### src/sv/sleep_deadline_queue_macros.svh
// ----------------------------------------------------------------------------
// Sleep deadline queue assertion macros
// Concurrent assertion shorthands used by the queue top level.
// ----------------------------------------------------------------------------
`ifndef SLEEP_DEADLINE_QUEUE_MACROS_SVH
`define SLEEP_DEADLINE_QUEUE_MACROS_SVH

// same-cycle implication
`define SDQ_ASSERT_SAME(label, clk, rst, ante, cons) \
   label: assert property (@(posedge clk) disable iff (rst) (ante) |-> (cons)) \
      else $error("sleep deadline queue check failed");

// next-cycle implication
`define SDQ_ASSERT_NEXT(label, clk, rst, ante, cons) \
   label: assert property (@(posedge clk) disable iff (rst) (ante) |=> (cons)) \
      else $error("sleep deadline queue check failed");

`endif

### src/sv/sdq_pkg.sv
// ----------------------------------------------------------------------------
// Sleep deadline queue package
// Shared widths, result codes, sequencer states and cell control.
// ----------------------------------------------------------------------------
package sdq_pkg;

   localparam int WakeBits   = 63;
   localparam int StatusBits = 3;
   localparam int MaxResults = 16;
   localparam int RunBits    = $clog2(MaxResults + 1);

   typedef enum logic [StatusBits-1:0] {
      ST_QUEUED  = 3'd0,
      ST_IGNORED = 3'd1,
      ST_FULL    = 3'd2,
      ST_WOKEN   = 3'd3,
      ST_IDLE    = 3'd4
   } status_type;

   typedef enum logic [1:0] {
      S_IDLE,
      S_EXEC,
      S_WAKE
   } state_type;

   typedef struct packed {
      logic insert;
      logic pop;
   } cell_ctl_type;

endpackage

### src/sv/sdq_cell.sv
// ----------------------------------------------------------------------------
// Sleep deadline queue cell
// One queue slot: holds, takes its neighbor's entry or the new entry on insert,
// and takes the next slot's entry on pop.
// ----------------------------------------------------------------------------
module sdq_cell #(
   parameter int ID_BITS = 8
) (
   input  logic                         clock,
   input  sdq_pkg::cell_ctl_type        ctl,
   input  logic                         occupied,
   input  logic                         keep_prev,
   input  logic [sdq_pkg::WakeBits-1:0] ins_wake,
   input  logic [ID_BITS-1:0]           ins_id,
   input  logic [sdq_pkg::WakeBits-1:0] prev_wake,
   input  logic [ID_BITS-1:0]           prev_id,
   input  logic [sdq_pkg::WakeBits-1:0] next_wake,
   input  logic [ID_BITS-1:0]           next_id,
   output logic                         keep,
   output logic [sdq_pkg::WakeBits-1:0] wake,
   output logic [ID_BITS-1:0]           id
);
   import sdq_pkg::*;

   logic [WakeBits-1:0] wake_ff, wake_in;
   logic [ID_BITS-1:0]  id_ff, id_in;

   assign keep = occupied && (wake_ff <= ins_wake);

   always_comb begin
      wake_in = wake_ff;
      id_in   = id_ff;
      if (ctl.insert && !keep) begin
         if (keep_prev) begin
            wake_in = ins_wake;
            id_in   = ins_id;
         end else begin
            wake_in = prev_wake;
            id_in   = prev_id;
         end
      end else if (ctl.pop) begin
         wake_in = next_wake;
         id_in   = next_id;
      end
   end

   always_ff @(posedge clock) begin
      wake_ff <= wake_in;
      id_ff   <= id_in;
   end

   assign wake = wake_ff;
   assign id   = id_ff;

endmodule

### src/sv/sleep_deadline_queue.sv
// ----------------------------------------------------------------------------
// Sleep deadline queue
// Tick counter plus a chain of cells holding sleeping thread ids sorted by
// wake time; sleep requests insert, ticks pop every due entry of equal time.
// ----------------------------------------------------------------------------
//  channel   dir  handshake              payload
//  req       in   req_valid/req_ready    kind, thread_id, sleep_ticks
//  rsp       out  rsp_valid/rsp_ready    status, woken_id, wake_at, now_count, last
//
//  A sleep request is accepted (wake time add), then inserted in S_EXEC, where
//  every cell past the insertion point shifts at once; req_ready returns after it.
//  A tick passes S_EXEC, then S_WAKE once per woken entry beyond the first (up to 16
//  results); each pop shifts the whole chain by one slot.
//  Output stalls hold the sequencer; an output register parts the channels.
//  Reset clears the tick count and entry count; no clearing pass.
// ----------------------------------------------------------------------------
`include "sleep_deadline_queue_macros.svh"

module sleep_deadline_queue #(
   parameter int QUEUE_DEPTH = 16,
   parameter int ID_BITS     = 8
) (
   input  logic                           clock,
   input  logic                           reset,
   input  logic                           req_valid,
   output logic                           req_ready,
   input  logic                           req_kind,
   input  logic [7:0]                     req_thread_id,
   input  logic signed [31:0]             req_sleep_ticks,
   output logic                           rsp_valid,
   input  logic                           rsp_ready,
   output logic [sdq_pkg::StatusBits-1:0] rsp_status,
   output logic [7:0]                     rsp_woken_id,
   output logic [sdq_pkg::WakeBits-1:0]   rsp_wake_at,
   output logic [sdq_pkg::WakeBits-1:0]   rsp_now_count,
   output logic                           rsp_last
);
   import sdq_pkg::*;

   localparam int CountBits = $clog2(QUEUE_DEPTH + 1);

   state_type             state_ff, state_in;
   logic                  kind_ff;
   logic [ID_BITS-1:0]    id_ff;
   logic [31:0]           raw_ff;
   logic [WakeBits-1:0]   now_ff;
   logic [WakeBits-1:0]   wake_ff;
   logic [WakeBits-1:0]   due_ff, due_in;
   logic [CountBits-1:0]  count_ff, count_in;
   logic [RunBits-1:0]    run_ff, run_in;

   logic                  rsp_valid_ff;
   logic [StatusBits-1:0] rsp_status_ff;
   logic [7:0]            rsp_id_ff;
   logic [WakeBits-1:0]   rsp_wake_ff;
   logic [WakeBits-1:0]   rsp_now_ff;
   logic                  rsp_last_ff;

   logic                  emit;
   status_type            emit_status;
   logic [7:0]            emit_id;
   logic [WakeBits-1:0]   emit_wake;
   logic                  emit_last;

   logic                  out_free;
   logic                  accept;
   cell_ctl_type          ctl;
   logic                  pop_last;
   logic [WakeBits-1:0]   due_val;

   logic [WakeBits-1:0]   cell_wake [QUEUE_DEPTH];
   logic [ID_BITS-1:0]    cell_id   [QUEUE_DEPTH];
   logic                  cell_keep [QUEUE_DEPTH];

   genvar gi;
   generate
      for (gi = 0; gi < QUEUE_DEPTH; gi++) begin : g_cell
         logic                occ;
         logic                kprev;
         logic [WakeBits-1:0] pw, nw;
         logic [ID_BITS-1:0]  pid, nid;

         assign occ = CountBits'(gi) < count_ff;

         if (gi == 0) begin : g_first
            assign kprev = 1'b0;
            assign pw    = wake_ff;
            assign pid   = id_ff;
         end else begin : g_mid
            assign kprev = cell_keep[gi-1];
            assign pw    = cell_wake[gi-1];
            assign pid   = cell_id[gi-1];
         end

         if (gi == QUEUE_DEPTH - 1) begin : g_lastcell
            assign nw  = cell_wake[gi];
            assign nid = cell_id[gi];
         end else begin : g_inner
            assign nw  = cell_wake[gi+1];
            assign nid = cell_id[gi+1];
         end

         sdq_cell #(.ID_BITS(ID_BITS)) u_cell (
            .clock     (clock),
            .ctl       (ctl),
            .occupied  (occ),
            .keep_prev (kprev),
            .ins_wake  (wake_ff),
            .ins_id    (id_ff),
            .prev_wake (pw),
            .prev_id   (pid),
            .next_wake (nw),
            .next_id   (nid),
            .keep      (cell_keep[gi]),
            .wake      (cell_wake[gi]),
            .id        (cell_id[gi])
         );
      end
   endgenerate

   assign out_free  = !rsp_valid_ff || rsp_ready;
   assign req_ready = (state_ff == S_IDLE);
   assign accept    = req_valid && req_ready;

   assign due_val  = (state_ff == S_EXEC) ? cell_wake[0] : due_ff;
   assign pop_last = (RunBits'(run_ff + 1'b1) == RunBits'(MaxResults)) ||
                     (count_ff == CountBits'(1)) ||
                     (cell_wake[1] != due_val);

   always_comb begin
      state_in    = state_ff;
      count_in    = count_ff;
      run_in      = run_ff;
      due_in      = due_ff;
      ctl         = '0;
      emit        = 1'b0;
      emit_status = ST_IDLE;
      emit_id     = '0;
      emit_wake   = '0;
      emit_last   = 1'b1;
      case (state_ff)
         S_IDLE: begin
            if (accept) begin
               state_in = S_EXEC;
            end
         end
         S_EXEC: begin
            if (out_free) begin
               emit = 1'b1;
               if (!kind_ff) begin
                  state_in = S_IDLE;
                  if (raw_ff == '0 || raw_ff[31]) begin
                     emit_status = ST_IGNORED;
                  end else if (count_ff >= CountBits'(QUEUE_DEPTH)) begin
                     emit_status = ST_FULL;
                  end else begin
                     emit_status = ST_QUEUED;
                     emit_wake   = wake_ff;
                     ctl.insert  = 1'b1;
                     count_in    = count_ff + 1'b1;
                  end
               end else if (count_ff != '0 && cell_wake[0] <= now_ff) begin
                  emit_status = ST_WOKEN;
                  emit_id     = 8'(cell_id[0]);
                  emit_wake   = cell_wake[0];
                  emit_last   = pop_last;
                  ctl.pop     = 1'b1;
                  count_in    = count_ff - 1'b1;
                  due_in      = cell_wake[0];
                  run_in      = RunBits'(run_ff + 1'b1);
                  if (pop_last) begin
                     state_in = S_IDLE;
                     run_in   = '0;
                  end else begin
                     state_in = S_WAKE;
                  end
               end else begin
                  emit_status = ST_IDLE;
                  state_in    = S_IDLE;
               end
            end
         end
         S_WAKE: begin
            if (out_free) begin
               emit        = 1'b1;
               emit_status = ST_WOKEN;
               emit_id     = 8'(cell_id[0]);
               emit_wake   = due_ff;
               emit_last   = pop_last;
               ctl.pop     = 1'b1;
               count_in    = count_ff - 1'b1;
               run_in      = RunBits'(run_ff + 1'b1);
               if (pop_last) begin
                  state_in = S_IDLE;
                  run_in   = '0;
               end
            end
         end
         default: begin
            state_in = S_IDLE;
         end
      endcase
   end

   always_ff @(posedge clock) begin
      if (reset) begin
         state_ff     <= S_IDLE;
         count_ff     <= '0;
         run_ff       <= '0;
         now_ff       <= '0;
         rsp_valid_ff <= 1'b0;
      end else begin
         state_ff <= state_in;
         count_ff <= count_in;
         run_ff   <= run_in;
         if (accept && req_kind) begin
            now_ff <= now_ff + 1'b1;
         end
         if (emit) begin
            rsp_valid_ff <= 1'b1;
         end else if (rsp_ready) begin
            rsp_valid_ff <= 1'b0;
         end
      end
   end

   always_ff @(posedge clock) begin
      due_ff <= due_in;
      if (accept) begin
         kind_ff <= req_kind;
         id_ff   <= ID_BITS'(req_thread_id);
         raw_ff  <= $unsigned(req_sleep_ticks);
         wake_ff <= now_ff + WakeBits'($unsigned(req_sleep_ticks));
      end
      if (emit) begin
         rsp_status_ff <= emit_status;
         rsp_id_ff     <= emit_id;
         rsp_wake_ff   <= emit_wake;
         rsp_now_ff    <= now_ff;
         rsp_last_ff   <= emit_last;
      end
   end

   assign rsp_valid     = rsp_valid_ff;
   assign rsp_status    = rsp_status_ff;
   assign rsp_woken_id  = rsp_id_ff;
   assign rsp_wake_at   = rsp_wake_ff;
   assign rsp_now_count = rsp_now_ff;
   assign rsp_last      = rsp_last_ff;

   `SDQ_ASSERT_SAME(a_count_bound, clock, reset, 1'b1, count_ff <= CountBits'(QUEUE_DEPTH))
   `SDQ_ASSERT_SAME(a_sorted, clock, reset, count_ff >= CountBits'(2), cell_wake[0] <= cell_wake[1])
   `SDQ_ASSERT_SAME(a_woken_due, clock, reset, rsp_valid && rsp_status == ST_WOKEN, rsp_wake_at <= rsp_now_count)
   `SDQ_ASSERT_NEXT(a_one_at_a_time, clock, reset, req_valid && req_ready, !req_ready)

endmodule

### config.mk
export PLATFORM = sky130hd
export DESIGN_NAME = sleep_deadline_queue
export DESIGN_NICKNAME = d
export VERILOG_FILES = /design/src/sv/sdq_pkg.sv /design/src/sv/sdq_cell.sv /design/src/sv/sleep_deadline_queue.sv
export VERILOG_INCLUDE_DIRS = /design/src /design/src/sv
export SDC_FILE = /design/constraint.sdc
export NUM_CORES = 2
export LEC_CHECK = 0
export ABC_AREA = 0
export BUFFER_PORTS_ARGS = -buffer_cell sky130_fd_sc_hd__buf_2
export CORE_ASPECT_RATIO = 1.25
export CORE_MARGIN = 8
export CORE_UTILIZATION = 58
export DETAILED_ROUTE_END_ITERATION = 8
export GPL_ROUTABILITY_DRIVEN = 1
export GPL_TIMING_DRIVEN = 1
export PLACE_DENSITY = 0.82
export SLEW_MARGIN = 30
export SYNTH_ARGS = -nofsm -noshare
export SYNTH_HDL_FRONTEND = slang
export SYNTH_SLANG_ARGS = --single-unit
### constraint.sdc
create_clock -name clock -period 7.5 [get_ports clock]
set_input_delay 1.5 -clock clock [delete_from_list [all_inputs] [get_ports clock]]
set_output_delay 1.5 -clock clock [all_outputs]
set_load 0.01 [all_outputs]
==> results.py <==
metrics = {
    "sta": {
        "clock_skew_ns": 0.0285,
        "clock.fmax_ghz": 0.165,
        "relSlewSlack_pct": 24.2,
        "final_hold_viol_count": 0,
        "setup_viol": 0,
        "rsz0062_at_grt": "no",
        "setup_tns_ns": 0,
        "hold-worst-slack_ns": 0.488,
        "min_period_ns": 6.07,
        "tightest_slew_ns": 1.13,
        "timing.final.crit_share_pct": 81.0,
        "drv_slew": 0,
    },
    "cts": {
        "postCtsSetupBuffers": 0,
        "cts-root-to-sink-buffers": 3,
        "cts_tree": "done",
        "cts.repair.resized": 0,
        "cts-root-buf": "clkbuf_16",
        "clkTransAtPathRegs_ns": 0.06,
        "cts.htree.levels": 4,
        "insertion_delay_ns": 0.82,
        "postCtsHoldBufs": 0,
        "cts_sinks": 1517,
        "cts_buffers": 155,
    },
    "power_and_ir_drop": {
        "clock_power_share_pct": 36.6,
        "p_int_w": 0.0152,
        "pwr-share-comb_pct": 16.5,
        "switching_power_w": 0.00605,
        "p_leak_nw": 41.0,
        "ir_worst_vdd_mv": 0.225,
        "p_seq_share_pct": 46.9,
        "p_total_w": 0.0212,
        "powerDensity_mw_per_mm2": 191,
        "swShare_pct": 28.5,
    },
    "floorplan": {
        "die_h_um": 487,
        "core_mm2": 0.177,
        "die_width_um": 393,
        "die_area_mm2": 0.192,
        "num_io_pins": 185,
        "start_util_pct": 58.2,
        "rows": 173,
    },
    "route": {
        "antenna_left": 0,
        "drt_iter0_drc": 12429,
        "wl_per_cell_um": 28.0,
        "drt_pre_antenna_iters": 8,
        "vias": 87930,
        "wl_mm": 340,
        "vias_per_cell": 7.24,
        "drc": 0,
    },
    "setup_path": {
        "worstPathArrival_ns": 6.57,
        "criticalPathCategory": "reg -> reg",
        "startpoint": "g_cell[0].pw[43]",
        "critPathLaunchType": "flip-flop",
        "crit_end": "g_cell[13].u_cell.wake[57]",
        "required_ns": 8.00,
        "ff2ff_setup_slack_ns": 1.43,
        "worst_setup_path_end_kind": "flip-flop",
        "r2r_end": "g_cell[13].u_cell.wake[57]",
        "critPathMaxFanout": 51,
        "r2r.worst_path.cells": 11,
        "r2r-start": "g_cell[0].pw[43]",
    },
    "synthesis": {
        "syn_area_mm2": 0.103,
        "synth_cells": 9942,
        "synth_nets": 11036,
        "synth_edf_count": 1441,
        "yosys_register_bits": 1517,
        "synth_flop_cell": "edfxtp_1",
        "syn_area_per_cell_um2": 10.4,
        "async_flop_share_pct": 0,
        "yosys_warnings": 0,
        "synth_cell_types": 83,
        "synth-seq-area-share_pct": 43.4,
    },
    "grt": {
        "grt_pass1_vias": 85890,
        "grt_usage_pct": 34.3,
        "grt_max_degree": 157,
        "grt_pass1_wl_mm": 515,
        "antenna_found_initial": 6,
        "grt_overflow": 0,
    },
    "placed_design": {
        "globalplace.congestion": 1.03,
        "hpwl_mm": 254,
        "io_buffers": 184,
        "postPlaceCellArea_mm2": 0.106,
    },
    "run_status": {
        "status": "finished, final reports clean",
    },
    "finish": {
        "synthToLayoutAreaGrowth_pct": 7.71,
        "design_area_mm2": 0.111,
        "final_nets": 10743,
        "drive_gt1_share_pct": 13.3,
    },
    "job": {
        "cap_violations": 0,
    },
    "hold_path": {
        "hp-class": "reg -> reg",
    },
}
[stage by stage]
step	util, %	setup WS, ns	std cells
detailed placement	59.7	1.38	11848
global route	62.6	1.19	12138
finish	62.6	1.43	12144
CTS	62.5	1.35	12131
global placement	59.7	0.494	11842
floorplan	-	1.74	9942
[cells in the final DEF (no fill, tap or decap), drive strengths merged, types with 65 or more instances in the layout]
cell,count
inv,197
clkbuf,196
a21o,98
a211oi,65
o211ai,185
mux2,509
a21oi,969
nand4,297
xnor2,135
edfxtp,1441
o311ai,68
nor2,280
nand2,335
mux2i,347
nand3,709
buf,443
dfxtp,76
nor3,232
a31oi,722
o21ai,605
ha,1048
[worst max-delay path, cell delays in order, from the launching register on]
cell and delay, ns:
edfxtp_1 0.91, inv_1 0.57, ha_1 0.50, nand4_1 0.20, nor4_1 0.69, nand4_1 0.23, or2_2 0.38, o311ai_0 0.17
nand3_4 0.67, and2_2 0.49, or2_4 0.44, buf_4 0.39
[cell type report]
cell class / count / area [um2]
Fill cell: 13644 / 66200
Multi-Input combinational cell: 7342 / 54600
Sequential cell: 1517 / 44800
Clock buffer: 196 / 4220
Timing Repair Buffer: 443 / 3050
Tap cell: 2362 / 2960
Inverter: 190 / 726
Clock inverter: 87 / 692
Antenna cell: 7 / 17.5
[cells in the mapped netlist (59+ instances only)]
master	count	area [um2]
clkbuf_1	742	2790
o2111ai_1	64	561
o311ai_0	68	596
nand2_1	335	1260
mux2_2	509	5730
o211ai_1	185	1390
mux2i_1	347	3470
nor2_1	280	1050
nor4_1	59	369
buf_2	85	425
edfxtp_1	1441	43300
a31oi_1	722	4520
nand4_1	297	1860
dfxtp_1	76	1520
inv_1	188	706
nand3_1	709	3550
o311a_1	64	641
ha_1	1048	13100
o21ai_0	599	3000
a211oi_1	65	488
xnor2_1	135	1180
a21o_1	98	736
nor3_1	229	1150
a21oi_1	968	4840
a222oi_1	64	641
[kinds of logic (layout without fill, tap and decap cells)]
| logic type | Yosys count | in the layout | synth area share (%) |
|---|---|---|---|
| compound gates | 3126 | 3126 | 18.7 |
| simple gates | 2152 | 2152 | 10.6 |
| flops | 1517 | 1517 | 43.4 |
| buf+inv | 1083 | 916 | 4.18 |
| fa+ha+maj | 1049 | 1049 | 12.7 |
| mux | 856 | 856 | 8.93 |
| xor+xnor | 159 | 159 | 1.35 |
| other cells | 0 | 7 | 0 |
[how the worst min path moves through the flow]
stage,from,end,cells past startpoint
after CTS,now_ff[60],rsp_now_count[60],0
after detailed placement,now_ff[60],rsp_now_count[60],0
after floorplan,now_ff[32],rsp_now_count[32],0
final,now_ff[61],rsp_now_count[61],0
after global routing,now_ff[60],rsp_now_count[60],0
after global placement,now_ff[60],rsp_now_count[60],0
[routing by layer]
layer	part of all wire (%)	vias up	GRT usage, %	wire length, um
met4	8.0	6	23.0	27100
met1	36	42084	42.9	123000
met2	45	6030	54.1	153000
li1	-	38766	-	-
met3	11	1044	6.26	36100
met5	0.012	-	0	41
[registers in the layout, summed over array words and instances, names as in the netlist, 8 cells and up]
register and count:
g_cell.pw 63, due_ff 63, rsp_woken_id 8, g_cell.u_cell.id 128, g_cell.pid 8, g_cell.u_cell.wake 1008, rsp_wake_at 63, now_ff 63
raw_ff 32, rsp_now_count 63
[power by group through the flow]
stage	Combinational, W	Clock (W)	Sequential (W)
after floorplan	0.00235	0	0.0100
after global placement	0.00320	0	0.0101
after detailed placement	0.00337	0	0.0101
after CTS	0.00339	0.00777	0.00994
after global routing	0.00377	0.00806	0.00998
final	0.00350	0.00777	0.00996
No activity file was read; power rests on OpenSTA's default activity.
